`src/design/slw_pkg.sv`:
```
// Shared types and constants for the sleep list tick waker.
// No dependencies; used by slw_entry_unit and sleep_list_tick_waker_top.
package slw_pkg;

  // Operation codes carried in the low bits of the input item
  localparam logic [1:0] OP_INSERT = 2'd0;
  localparam logic [1:0] OP_REMOVE = 2'd1;
  localparam logic [1:0] OP_TICK   = 2'd2;
  localparam logic [1:0] OP_NONE   = 2'd3;

  // Result status codes
  localparam logic STATUS_WOKEN  = 1'b0;
  localparam logic STATUS_REJECT = 1'b1;

  // Fixed field widths
  localparam int ID_W       = 4;
  localparam int IN_TICKS_W = 32;

  // Per-entry verdict from the shared entry unit
  typedef struct packed {
    logic hit;      // entry thread matches the item's thread
    logic expired;  // decremented count reached zero
    logic drop;     // entry leaves the table under the current operation
  } unit_flags_t;

endpackage

```
`src/design/slw_ram.sv`:
```
// Generic single-write, single-read RAM with registered read data.
// No dependencies.
module slw_ram #(
  parameter int WIDTH = 36,
  parameter int DEPTH = 16
) (
  input  logic                                   clk,
  input  logic                                   we,
  input  logic [(DEPTH > 1 ? $clog2(DEPTH) : 1)-1:0] waddr,
  input  logic [WIDTH-1:0]                       wdata,
  input  logic                                   re,
  input  logic [(DEPTH > 1 ? $clog2(DEPTH) : 1)-1:0] raddr,
  output logic [WIDTH-1:0]                       rdata
);

  logic [WIDTH-1:0] mem [DEPTH];

  // write port
  always_ff @(posedge clk) begin
    if (we) begin
      mem[waddr] <= wdata;
    end
  end

  // registered read, holds while re is low
  always_ff @(posedge clk) begin
    if (re) begin
      rdata <= mem[raddr];
    end
  end

endmodule

```
`src/design/slw_entry_unit.sv`:
```
// Shared entry unit: decrements one stored count, compares the thread id,
// and decides whether the entry leaves the table. Depends on slw_pkg.
module slw_entry_unit #(
  parameter int TICK_WIDTH = 32
) (
  input  logic [1:0]                 op,
  input  logic [slw_pkg::ID_W-1:0]   target_id,
  input  logic [slw_pkg::ID_W-1:0]   ent_thread,
  input  logic [TICK_WIDTH-1:0]      ent_ticks,
  output logic [TICK_WIDTH-1:0]      new_ticks,
  output slw_pkg::unit_flags_t       flags
);

  // decrement wraps like the count register would
  assign new_ticks = ent_ticks - TICK_WIDTH'(1);

  always_comb begin
    flags.hit     = (ent_thread == target_id);
    flags.expired = (new_ticks == '0);
    case (op)
      slw_pkg::OP_TICK:   flags.drop = flags.expired;
      slw_pkg::OP_REMOVE: flags.drop = flags.hit;
      default:            flags.drop = 1'b0;
    endcase
  end

endmodule

```
`src/design/sleep_list_tick_waker_top.sv`:
```
// Top level of the sleep list tick waker: sequencer, table RAM, result stage.
// Depends on slw_pkg, slw_ram and slw_entry_unit.
//
//  Channel | Dir | Signals                      | Contents
//  s_      | in  | tvalid tready tdata[39:0]    | operation, thread_id, sleep_ticks
//  m_      | out | tvalid tready tdata[7:0]     | woken_thread
//          |     | tuser tlast                  | status, last of the item's results
//
// One item at a time: s_tready is high only while the sequencer is idle.
// A remove or tick with n stored entries runs from accept to the next accept
// as: accept, per entry a RAM read, then evaluate and compact in the shared
// entry unit, then finish. Empty table or code 3: the accept alone.
// An insert reads and evaluates each entry until the thread is found, else all
// of them and then appends (with a finish step on a reject).
// One result is held back so the final one can carry tlast; a stalled m_ side
// stops the walk when a new result arrives while two are pending, and holds
// the finish until the output register is free.
// Reset (rst, synchronous) empties the table at once; no clearing pass.
module sleep_list_tick_waker_top #(
  parameter int MAX_SLEEPERS = 16,
  parameter int TICK_WIDTH   = 32
) (
  input  logic        clk,
  input  logic        rst,
  input  logic        s_tvalid,
  output logic        s_tready,
  input  logic [39:0] s_tdata,   // [1:0] operation, [5:2] thread_id, [37:6] sleep_ticks
  output logic        m_tvalid,
  input  logic        m_tready,
  output logic [7:0]  m_tdata,   // [3:0] woken_thread
  output logic        m_tuser,   // [0] status
  output logic        m_tlast
);

  localparam int IDX_W   = (MAX_SLEEPERS > 1) ? $clog2(MAX_SLEEPERS) : 1;
  localparam int CNT_W   = $clog2(MAX_SLEEPERS + 1);
  localparam int ID_W    = slw_pkg::ID_W;
  localparam int ENT_W   = TICK_WIDTH + ID_W;
  localparam logic [CNT_W-1:0] CNT_MAX = CNT_W'(MAX_SLEEPERS);

  localparam logic [2:0] ST_IDLE = 3'd0;
  localparam logic [2:0] ST_RD   = 3'd1;
  localparam logic [2:0] ST_EV   = 3'd2;
  localparam logic [2:0] ST_INSW = 3'd3;
  localparam logic [2:0] ST_FIN  = 3'd4;

  // input fields
  logic [1:0]                       in_op;
  logic [ID_W-1:0]                  in_id;
  logic [slw_pkg::IN_TICKS_W-1:0]   in_ticks;
  logic [TICK_WIDTH-1:0]            len_sat;

  assign in_op    = s_tdata[1:0];
  assign in_id    = s_tdata[5:2];
  assign in_ticks = s_tdata[37:6];

  // saturate to the count width, zero taken as one
  logic [TICK_WIDTH-1:0] len_clip;
  generate
    if (TICK_WIDTH >= slw_pkg::IN_TICKS_W) begin : g_wide
      assign len_clip = TICK_WIDTH'(in_ticks);
    end else begin : g_narrow
      assign len_clip = (|in_ticks[slw_pkg::IN_TICKS_W-1:TICK_WIDTH]) ? '1
                                                                      : in_ticks[TICK_WIDTH-1:0];
    end
  endgenerate
  assign len_sat = (len_clip == '0) ? TICK_WIDTH'(1) : len_clip;

  // registers
  logic [2:0]            state, state_next;
  logic [1:0]            op_q, op_q_next;
  logic [ID_W-1:0]       id_q, id_q_next;
  logic [TICK_WIDTH-1:0] len_q, len_q_next;
  logic [CNT_W-1:0]      r, r_next;
  logic [CNT_W-1:0]      w, w_next;
  logic [CNT_W-1:0]      count, count_next;
  logic                  pend_valid, pend_valid_next;
  logic [ID_W-1:0]       pend_id, pend_id_next;
  logic                  pend_status, pend_status_next;
  logic                  out_valid, out_valid_next;
  logic [ID_W-1:0]       out_id, out_id_next;
  logic                  out_status, out_status_next;
  logic                  out_last, out_last_next;

  // table RAM and shared unit
  logic                  ram_we, ram_re;
  logic [IDX_W-1:0]      ram_waddr, ram_raddr;
  logic [ENT_W-1:0]      ram_wdata, ram_rdata;
  logic [ID_W-1:0]       ent_thread;
  logic [TICK_WIDTH-1:0] ent_ticks, new_ticks;
  slw_pkg::unit_flags_t  flags;

  slw_ram #(
    .WIDTH (ENT_W),
    .DEPTH (MAX_SLEEPERS)
  ) u_table (
    .clk   (clk),
    .we    (ram_we),
    .waddr (ram_waddr),
    .wdata (ram_wdata),
    .re    (ram_re),
    .raddr (ram_raddr),
    .rdata (ram_rdata)
  );

  assign ent_thread = ram_rdata[ID_W-1:0];
  assign ent_ticks  = ram_rdata[ENT_W-1:ID_W];

  slw_entry_unit #(
    .TICK_WIDTH (TICK_WIDTH)
  ) u_unit (
    .op         (op_q),
    .target_id  (id_q),
    .ent_thread (ent_thread),
    .ent_ticks  (ent_ticks),
    .new_ticks  (new_ticks),
    .flags      (flags)
  );

  // ports
  assign s_tready = (state == ST_IDLE);
  assign m_tvalid = out_valid;
  assign m_tdata  = {(8 - ID_W)'(0), out_id};
  assign m_tuser  = out_status;
  assign m_tlast  = out_last;

  // sequencer
  always_comb begin
    logic             out_free;
    logic             stall;
    logic [CNT_W-1:0] r_inc;
    logic [CNT_W-1:0] w_upd;

    out_free = !out_valid || m_tready;
    stall    = flags.drop && pend_valid && !out_free;
    r_inc    = r + CNT_W'(1);
    w_upd    = w;

    state_next       = state;
    op_q_next        = op_q;
    id_q_next        = id_q;
    len_q_next       = len_q;
    r_next           = r;
    w_next           = w;
    count_next       = count;
    pend_valid_next  = pend_valid;
    pend_id_next     = pend_id;
    pend_status_next = pend_status;
    out_valid_next   = out_valid && !m_tready;
    out_id_next      = out_id;
    out_status_next  = out_status;
    out_last_next    = out_last;

    ram_we    = 1'b0;
    ram_waddr = w[IDX_W-1:0];
    ram_wdata = {new_ticks, ent_thread};
    ram_re    = 1'b0;
    ram_raddr = r[IDX_W-1:0];

    case (state)
      ST_IDLE: begin
        if (s_tvalid) begin
          op_q_next  = in_op;
          id_q_next  = in_id;
          len_q_next = len_sat;
          r_next     = '0;
          w_next     = '0;
          if (in_op == slw_pkg::OP_NONE) begin
            state_next = ST_IDLE;
          end else if (count == '0) begin
            state_next = (in_op == slw_pkg::OP_INSERT) ? ST_INSW : ST_IDLE;
          end else begin
            state_next = ST_RD;
          end
        end
      end

      ST_RD: begin
        ram_re     = 1'b1;
        state_next = ST_EV;
      end

      ST_EV: begin
        if (!stall) begin
          if (op_q == slw_pkg::OP_INSERT && flags.hit) begin
            // thread already asleep: reload in place
            ram_we     = 1'b1;
            ram_waddr  = r[IDX_W-1:0];
            ram_wdata  = {len_q, ent_thread};
            state_next = ST_IDLE;
          end else begin
            if (flags.drop) begin
              // hold the newest result, release the older one
              if (pend_valid) begin
                out_valid_next  = 1'b1;
                out_id_next     = pend_id;
                out_status_next = pend_status;
                out_last_next   = 1'b0;
              end
              pend_valid_next  = 1'b1;
              pend_id_next     = ent_thread;
              pend_status_next = slw_pkg::STATUS_WOKEN;
            end else if (op_q != slw_pkg::OP_INSERT) begin
              // compact the surviving entry down to the write pointer
              ram_we = 1'b1;
              if (op_q == slw_pkg::OP_REMOVE) begin
                // early remove leaves the other counts as they are
                ram_wdata = ram_rdata;
              end
              w_upd  = w + CNT_W'(1);
            end
            w_next = w_upd;
            r_next = r_inc;
            if (r_inc == count) begin
              if (op_q == slw_pkg::OP_INSERT) begin
                state_next = ST_INSW;
              end else begin
                count_next = w_upd;
                state_next = ST_FIN;
              end
            end else begin
              state_next = ST_RD;
            end
          end
        end
      end

      ST_INSW: begin
        if (count < CNT_MAX) begin
          ram_we     = 1'b1;
          ram_waddr  = count[IDX_W-1:0];
          ram_wdata  = {len_q, id_q};
          count_next = count + CNT_W'(1);
          state_next = ST_IDLE;
        end else begin
          pend_valid_next  = 1'b1;
          pend_id_next     = id_q;
          pend_status_next = slw_pkg::STATUS_REJECT;
          state_next       = ST_FIN;
        end
      end

      ST_FIN: begin
        if (!pend_valid) begin
          state_next = ST_IDLE;
        end else if (out_free) begin
          out_valid_next  = 1'b1;
          out_id_next     = pend_id;
          out_status_next = pend_status;
          out_last_next   = 1'b1;
          pend_valid_next = 1'b0;
          state_next      = ST_IDLE;
        end
      end

      default: begin
        state_next = ST_IDLE;
      end
    endcase
  end

  // control registers
  always_ff @(posedge clk) begin
    if (rst) begin
      state      <= ST_IDLE;
      count      <= '0;
      pend_valid <= 1'b0;
      out_valid  <= 1'b0;
    end else begin
      state      <= state_next;
      count      <= count_next;
      pend_valid <= pend_valid_next;
      out_valid  <= out_valid_next;
    end
  end

  // payload registers
  always_ff @(posedge clk) begin
    op_q        <= op_q_next;
    id_q        <= id_q_next;
    len_q       <= len_q_next;
    r           <= r_next;
    w           <= w_next;
    pend_id     <= pend_id_next;
    pend_status <= pend_status_next;
    out_id      <= out_id_next;
    out_status  <= out_status_next;
    out_last    <= out_last_next;
  end

  // table never overfills
  a_count_bound: assert property (@(posedge clk) disable iff (rst)
    count <= CNT_MAX)
    else $error("entry count above table depth");

  // compaction pointer never passes the read pointer
  a_w_behind_r: assert property (@(posedge clk) disable iff (rst)
    (state == ST_EV) |-> (w <= r))
    else $error("write pointer ahead of read pointer");

  // every held result is flushed before the next item
  a_idle_no_pend: assert property (@(posedge clk) disable iff (rst)
    (state == ST_IDLE) |-> !pend_valid)
    else $error("result left pending at idle");

  // tick on an empty table finishes at once
  a_empty_tick: assert property (@(posedge clk) disable iff (rst)
    (s_tvalid && s_tready && in_op == slw_pkg::OP_TICK && count == '0)
      |=> (state == ST_IDLE))
    else $error("empty tick did not return to idle");

endmodule
```
`config.mk`:
```
export PLATFORM = sky130hd
export DESIGN_NAME = sleep_list_tick_waker_top
export DESIGN_NICKNAME = d
export VERILOG_FILES = /design/src/design/slw_pkg.sv /design/src/design/slw_ram.sv /design/src/design/slw_entry_unit.sv /design/src/design/sleep_list_tick_waker_top.sv
export SDC_FILE = /design/constraint.sdc
export NUM_CORES = 1
export LEC_CHECK = 0
export ABC_CLOCK_PERIOD_IN_PS = 11800
export BUFFER_PORTS_ARGS = -buffer_cell sky130_fd_sc_hd__buf_2
export CAP_MARGIN = 10
export CORE_MARGIN = 3
export CORE_UTILIZATION = 62
export CTS_CLUSTER_SIZE = 40
export DETAILED_ROUTE_END_ITERATION = 8
export MAX_ROUTING_LAYER = met4
export PLACE_DENSITY = 0.79
export SYNTH_ARGS = -nofsm -noshare
export SYNTH_HDL_FRONTEND = slang
export SYNTH_SLANG_ARGS = --single-unit
export TNS_END_PERCENT = 1
```
`constraint.sdc`:
```
create_clock -name clk -period 11.8 [get_ports clk]
set_input_delay 3.54 -clock clk [delete_from_list [all_inputs] [get_ports clk]]
set_output_delay 3.54 -clock clk [all_outputs]
set_load 0.05 [all_outputs]
```
Word level (Yosys, flattened, before mapping)
Memories as Yosys holds them, arrays and structs flattened. A register that Yosys moved wholly into a read port is not among the register bits. Cells that the tools add are included.

Bits in registers: 69. Bits in latches: 0. Memories kept: 1. Bits of input ports: 44. Output and inout port bits: 12. Memory bits (read-only): 0. Logic and storage cells: 159. RAM bits: 576.

Memory list: u_table.mem (words 16, bits a word 36, rd ports 1, clocked after memory_dff 1, wr ports 1, line slw_ram.sv:16) `logic [WIDTH-1:0] mem [DEPTH];`.

Bitwise operators: 0. $lt $le $gt $ge: 1. Divide/modulo/power cells: 0. Muxes and demuxes: 92. Equal/unequal tests: 21. Add/subtract/negate cells: 4. Shifts and indexed selects: 0. $mul: 0. Reduce and logical (&&, ||, !) cells: 26.

Operators by type and width (number): 2-to-1 mux 36 bit (6); case mux 36 bit (2 select lines) (1); logical NOT 32 bit (2); 2-to-1 mux 5 bit (12); 2-to-1 mux 4 bit (13); 2-to-1 mux 1 bit (35); subtractor 32 x 1 -> 32 bit, second input constant (1); case mux 5 bit (2 select lines) (3); 2-to-1 mux 3 bit (8); case mux 4 bit (2 select lines) (3); != test 2 bit, second input constant (11); adder 5 x 1 -> 5 bit, second input constant (3); case mux 3 bit (5 select lines) (1); case mux 1 bit (2 select lines) (6); AND reduction 5 bit (2); nonzero test 2 bit (4); AND reduction 7 bit (1); equality test 3 x 2 -> 1 bit, second input constant (2); 2-to-1 mux 2 bit (3); AND reduction 6 bit (1); equality test 5 bit (1); logical NOT 5 bit (1); less-than comparator 5 bit, second input constant (1); equality test 2 bit, second input constant (2); 15 further kinds (21).

Depth between registers and ports, before layout
Depth in word-level cells: 9. Depth in mapped cells: 14. Mapped depth without buffers: 11.

Cells and area by module
A second synthesis with hierarchy kept.

Cell total of the unflattened synthesis: 1588. Area total of the unflattened synthesis: 28108.2 um2.

Modules (own cells, without submodules): slw_ram (area each 22679.3 um2, times used 1, cells each 938, sequential area each 18377.6 um2); sleep_list_tick_waker_top (area each 4354.2 um2, times used 1, cells each 496, sequential area each 1971.9 um2); slw_entry_unit (area each 1074.8 um2, times used 1, cells each 154, sequential area each 0.0 um2).

Worst setup path before layout
Ideal clock, no wire load.

Path type: in2reg. From: input port m_tready. To: memory u_table.mem[15][0] (enable). Buffers on the path: 0. Required time: 11281 ps. Path slack: 2034 ps. Cell stages on the path: 9. Library setup time: 519 ps. Data arrival time: 9247 ps. Cell sequence: nor2b_1 and2_1 nand2_1 a2111oi_1 or4b_4 o21ai_4 mux2_2 or3_4 nor4_1.

Cells in the longest elaborated chain, start to end: 7. Elaborated cells on any way between the ends: 9. Those cells by class: mux (6); reduce/logical (3).

RTL lines: start, declared (line sleep_list_tick_waker_top.sv:29) `input logic m_tready,`; logical OR 1 bit * (line sleep_list_tick_waker_top.sv:134) `out_free = !out_valid || m_tready;`; logical NOT 1 bit * (line sleep_list_tick_waker_top.sv:135) `stall = flags.drop && pend_valid && !out_free;`; logical AND 1 bit * (line sleep_list_tick_waker_top.sv:135); 2-to-1 mux 1 bit (line sleep_list_tick_waker_top.sv:184) `if (!stall) begin`; case mux 1 bit (2 select lines) (line sleep_list_tick_waker_top.sv:160) `case (state)`; 2-to-1 mux 1 bit (line slw_ram.sv:20) `if (we) begin`; 2-to-1 mux 1 bit (implied by the code) (line slw_ram.sv:21) `mem[waddr] <= wdata;`; end, declared (line slw_ram.sv:16).

Every way passes the cells marked *; elsewhere a longest branch is shown, timed or not.

Worst setup path after layout
From: input port m_tready. To: memory u_table.mem[15][27] (enable).

The elaborated chain is that of the path after synthesis.

==> impl_summary.md <==
STA
The worst path needs 7.55 ns of the cycle, external delays included. Setup repair after global routing left no endpoint under its margin. The worst slew margin relative to its limit is 20.0%. The timing-limited maximum frequency is 0.132 GHz. The transition time of the tightest slew-check pin is 1.20 ns. Across the routed clock network, the largest skew measured is 0.0331 ns. The final number of max-transition violations came to 0. The setup violation total in the final timing report is 0.

The post-route clock period utilization is 64.0%. The number of hold violations in the final report came to 0. For the final routed database, the setup TNS stands at 0 ns.

Drt
After detailed routing, the number of remaining DRC violations is 0. Using the TritonRoute via totals, the vias-per-cell ratio works out to 7.10. For this block, the routed nets add up to 69900 um of wire.

Detailed routing inserted a total of 15900 vias. The number of nets with antenna violations after routing is 0. The DRC violation total after the first TritonRoute iteration is 2095. The wire length per cell is 31.1 um.

The detailed-routing iteration count for the pre-antenna-repair pass is 6.

Worst setup path
The end of the worst register-to-register path is u_table.mem[15][27]$_DFFE_PP_. The maximum fanout encountered on the critical timing path is 34. At the worst endpoint, the required time is 12.01 ns.

STA classifies the critical path startpoint as an input port. The worst setup path is captured at a flip-flop. At the worst endpoint, the arrival time is 7.76 ns. The startpoint of the worst register-to-register path is u_table.rdata[4]$_DFFE_PP_. By startpoint and endpoint, the worst setup path is classified as in2reg. The number of cells on the worst reg-to-reg path is 12. The worst setup slack for register-to-register paths is 4.99 ns. The startpoint of the most critical setup path is m_tready.

The critical path ends at u_table.mem[15][27]$_DFFE_PP_.

CTS
The TritonCTS clock tree is yes. The clock net in this run drives a total of 681 sinks. The total number of H-tree levels is 3. After clock tree synthesis, the clock-pin slew on the worst setup and hold paths is 0.06 ns. Once the clock tree was built, the resizer swapped 0 gates to a different size. For this design, the CTS-stage hold fixing added 0 buffers. The worst-case clock buffer depth is 3. The clock tree root buffer cell is clkbuf_16.

The later-pin clock latency in the skew report is 0.60 ns. The number of setup buffers added after CTS is 0. TritonCTS created 67 clock buffers.

Synth
After synthesis, the mean cell area works out to 18.6 um^2. The mapped netlist covers 0.0283 mm^2. The synthesized netlist devotes 4.32% of its cell area to compound gates. The cell count after synthesis is 1524. Of all flip-flops after synthesis, the portion carrying an async set or reset was 0%. The multiplexer share of the synthesized area is 14.8%. The adder and majority gate portion of the synthesized area is 0.398%. The share of the Yosys chip area taken by registers is 71.9%. The main combinational cell family by area after synthesis is multiplexers. By area the synthesized netlist is led by edfxtp_1 71%, mux4_2 14%, clkbuf_1 1.3%.

The commonest register cell after synthesis is edfxtp_1. The synthesized netlist devotes 1.05% of its cell area to XOR and XNOR gates. The cell taking the most area after synthesis is edfxtp_1. The count of unique library cells instantiated by Yosys is 79.

Yosys printed 0 warnings. Ranked by instance count, the synthesized netlist is headed by 671 x edfxtp_1, 180 x mux4_2, 95 x clkbuf_1, 63 x nand2_1, 53 x nor2_1. Summing the areas of all and, or, nand and nor instances in the mapped netlist gives 5.48% of the synthesized area. The area share of the largest cell type after synthesis is 71.2%. The most frequent cell after synthesis is edfxtp_1. Yosys mapped a number of flops with a built-in enable equal to 671. The number of flip-flops and latches in the synthesized netlist is 681.

Die
The total die area is 0.0483 mm^2. The region available for standard cell placement spans 0.0447 mm^2. The starting density of the core is 63.3%.

The die is 220 um wide. The floorplan has 77 rows. The die outline height is 220 um. The number of top-level design ports is 56.

Global route
The initial antenna violation count is 0. The pin count of the biggest net entering global routing is 119. The combined global-route utilization of all metal layers is 30.8%.

The first global-routing pass estimated 104000 um of wire. The number of global-route vias before repair is 15900. After global routing the overflow that remains totals 0.

Power and ir drop
The analysis attributes to cell leakage a power of 9.93 nW. Across the VDD grid, the largest voltage drop is 0.160 mV. The power per standard cell area is 201 mW/mm^2. Overall power consumption after layout is estimated at 6.35 mW.

Placed design
Once detailed placement completed, the half-perimeter wirelength came to 39000 um. During placement, the flow inserted port buffers numbering 49. The routability congestion estimate is 0.946.

Hold path
The path type of the worst min-delay path is reg2reg.

Cells and area
Relative to the synthesized area, the layout overhead comes to 11.9%. Of the cells placed in the final design, the portion with a size suffix greater than 1 is 27.6%. Across the whole layout, storage elements account for 0.0203 mm^2. The number of antenna repair diodes is 0. At the end of the flow, the number of nets in the layout was 1650. The multi-input combinational cells in the finished layout cover a total of 0.00751 mm^2.

The layout has 2680 filler cells.

Run status
The flow ran to the end, and the final reports show no timing, DRC or antenna violations.

Run
The number of maximum-capacitance constraint violations is 0.
## sequential cells by signal, summed over array words and instances (netlist names), 2 cells and up
name	cells
count	5
id_q	4
len_q	32
op_q	2
out_id	4
pend_id	4
r	5
state	3
u_table.mem	576
u_table.rdata	36
w	5
## layer usage
metal	global-route usage, %	part of all wire [%]
met1	42.5	38
met2	46.2	47
met3	6.63	11
met4	12.0	4.2
met5	-	0
## cell type report
type                    instances  area share [%]
repair buffers                122            2.54
clock inverters                46            1.39
inverters                      21           0.249
multi-input cells             704            23.7
well taps                     592            2.34
flip-flops and latches        681            64.2
clock buffers                  77            5.54
## report_power, final
part           total (mW)  internal, mW  switching, mW  leakage [nW]
Combinational        1.19         0.486          0.700          2.70
Clock                2.13          1.23          0.896          1.07
Sequential           3.04          2.95         0.0874          6.16
## kinds of logic (layout without fill, tap and decap cells)
logic type,after synthesis,count (layout)
buf+inv,142,266
mux,193,193
xor+xnor,34,34
other cells,1,4
simple gates,293,293
flops,681,681
compound gates,171,171
fa+ha+maj,9,9
## placed cells by master, fill, tap and decap left out, types with 11 or more instances in the layout
master / Yosys / routed
clkinv_2: 0 / 15
nand3_1: 17 / 17
mux4_2: 180 / 180
nor3_1: 43 / 34
clkbuf_16: 0 / 69
buf_4: 4 / 72
a21oi_1: 31 / 30
nor4_1: 31 / 23
clkinv_1: 0 / 13
buf_2: 9 / 49
edfxtp_1: 671 / 671
xor2_1: 16 / 16
nor2_1: 53 / 53
xnor2_1: 18 / 18
or3_1: 11 / 11
o21ai_0: 33 / 33
inv_1: 21 / 21
nand4_1: 11 / 11
nand2_1: 63 / 63
## critical path, cell delays in order
cell,delay (ns)
buf_2,0.09
nor2b_1,0.29
and2_1,0.25
nand2_1,0.20
a2111oi_1,0.38
or4b_4,0.55
o21a_1,0.40
mux2i_1,0.23
o32a_1,0.53
nor4_2,0.53
buf_4,0.72
## through the flow
step | util, % | instances | setup WS, ns | hold slack (ns) | area (um^2)
after detailed placement | 65.9 | 2120 | 3.83 | 0.411 | 29500
after global placement | 65.9 | 2120 | 3.94 | 0.406 | 29500
after global routing | 70.9 | 2243 | 4.11 | 0.444 | 31700
after floorplan | - | 1527 | 2.03 | 0.400 | 28300
final | 70.9 | 2243 | 4.25 | 0.421 | 31700
after CTS | 70.8 | 2243 | 4.41 | 0.425 | 31700
## worst min path at each step
stage                          startpoint             endpoint  slack [ns]  cells past startpoint
floorplan           pend_status$_DFFE_PP_    m_tuser$_DFFE_PP_        0.40                      0
global placement    pend_status$_DFFE_PP_    m_tuser$_DFFE_PP_        0.41                      0
detailed placement  pend_status$_DFFE_PP_    m_tuser$_DFFE_PP_        0.41                      0
CTS                 pend_status$_DFFE_PP_    m_tuser$_DFFE_PP_        0.42                      0
global route         pend_id[1]$_DFFE_PP_  out_id[1]$_DFFE_PP_        0.44                      0
finish              pend_status$_DFFE_PP_    m_tuser$_DFFE_PP_        0.42                      0
Note: power is estimated with default switching activity, not from simulation.
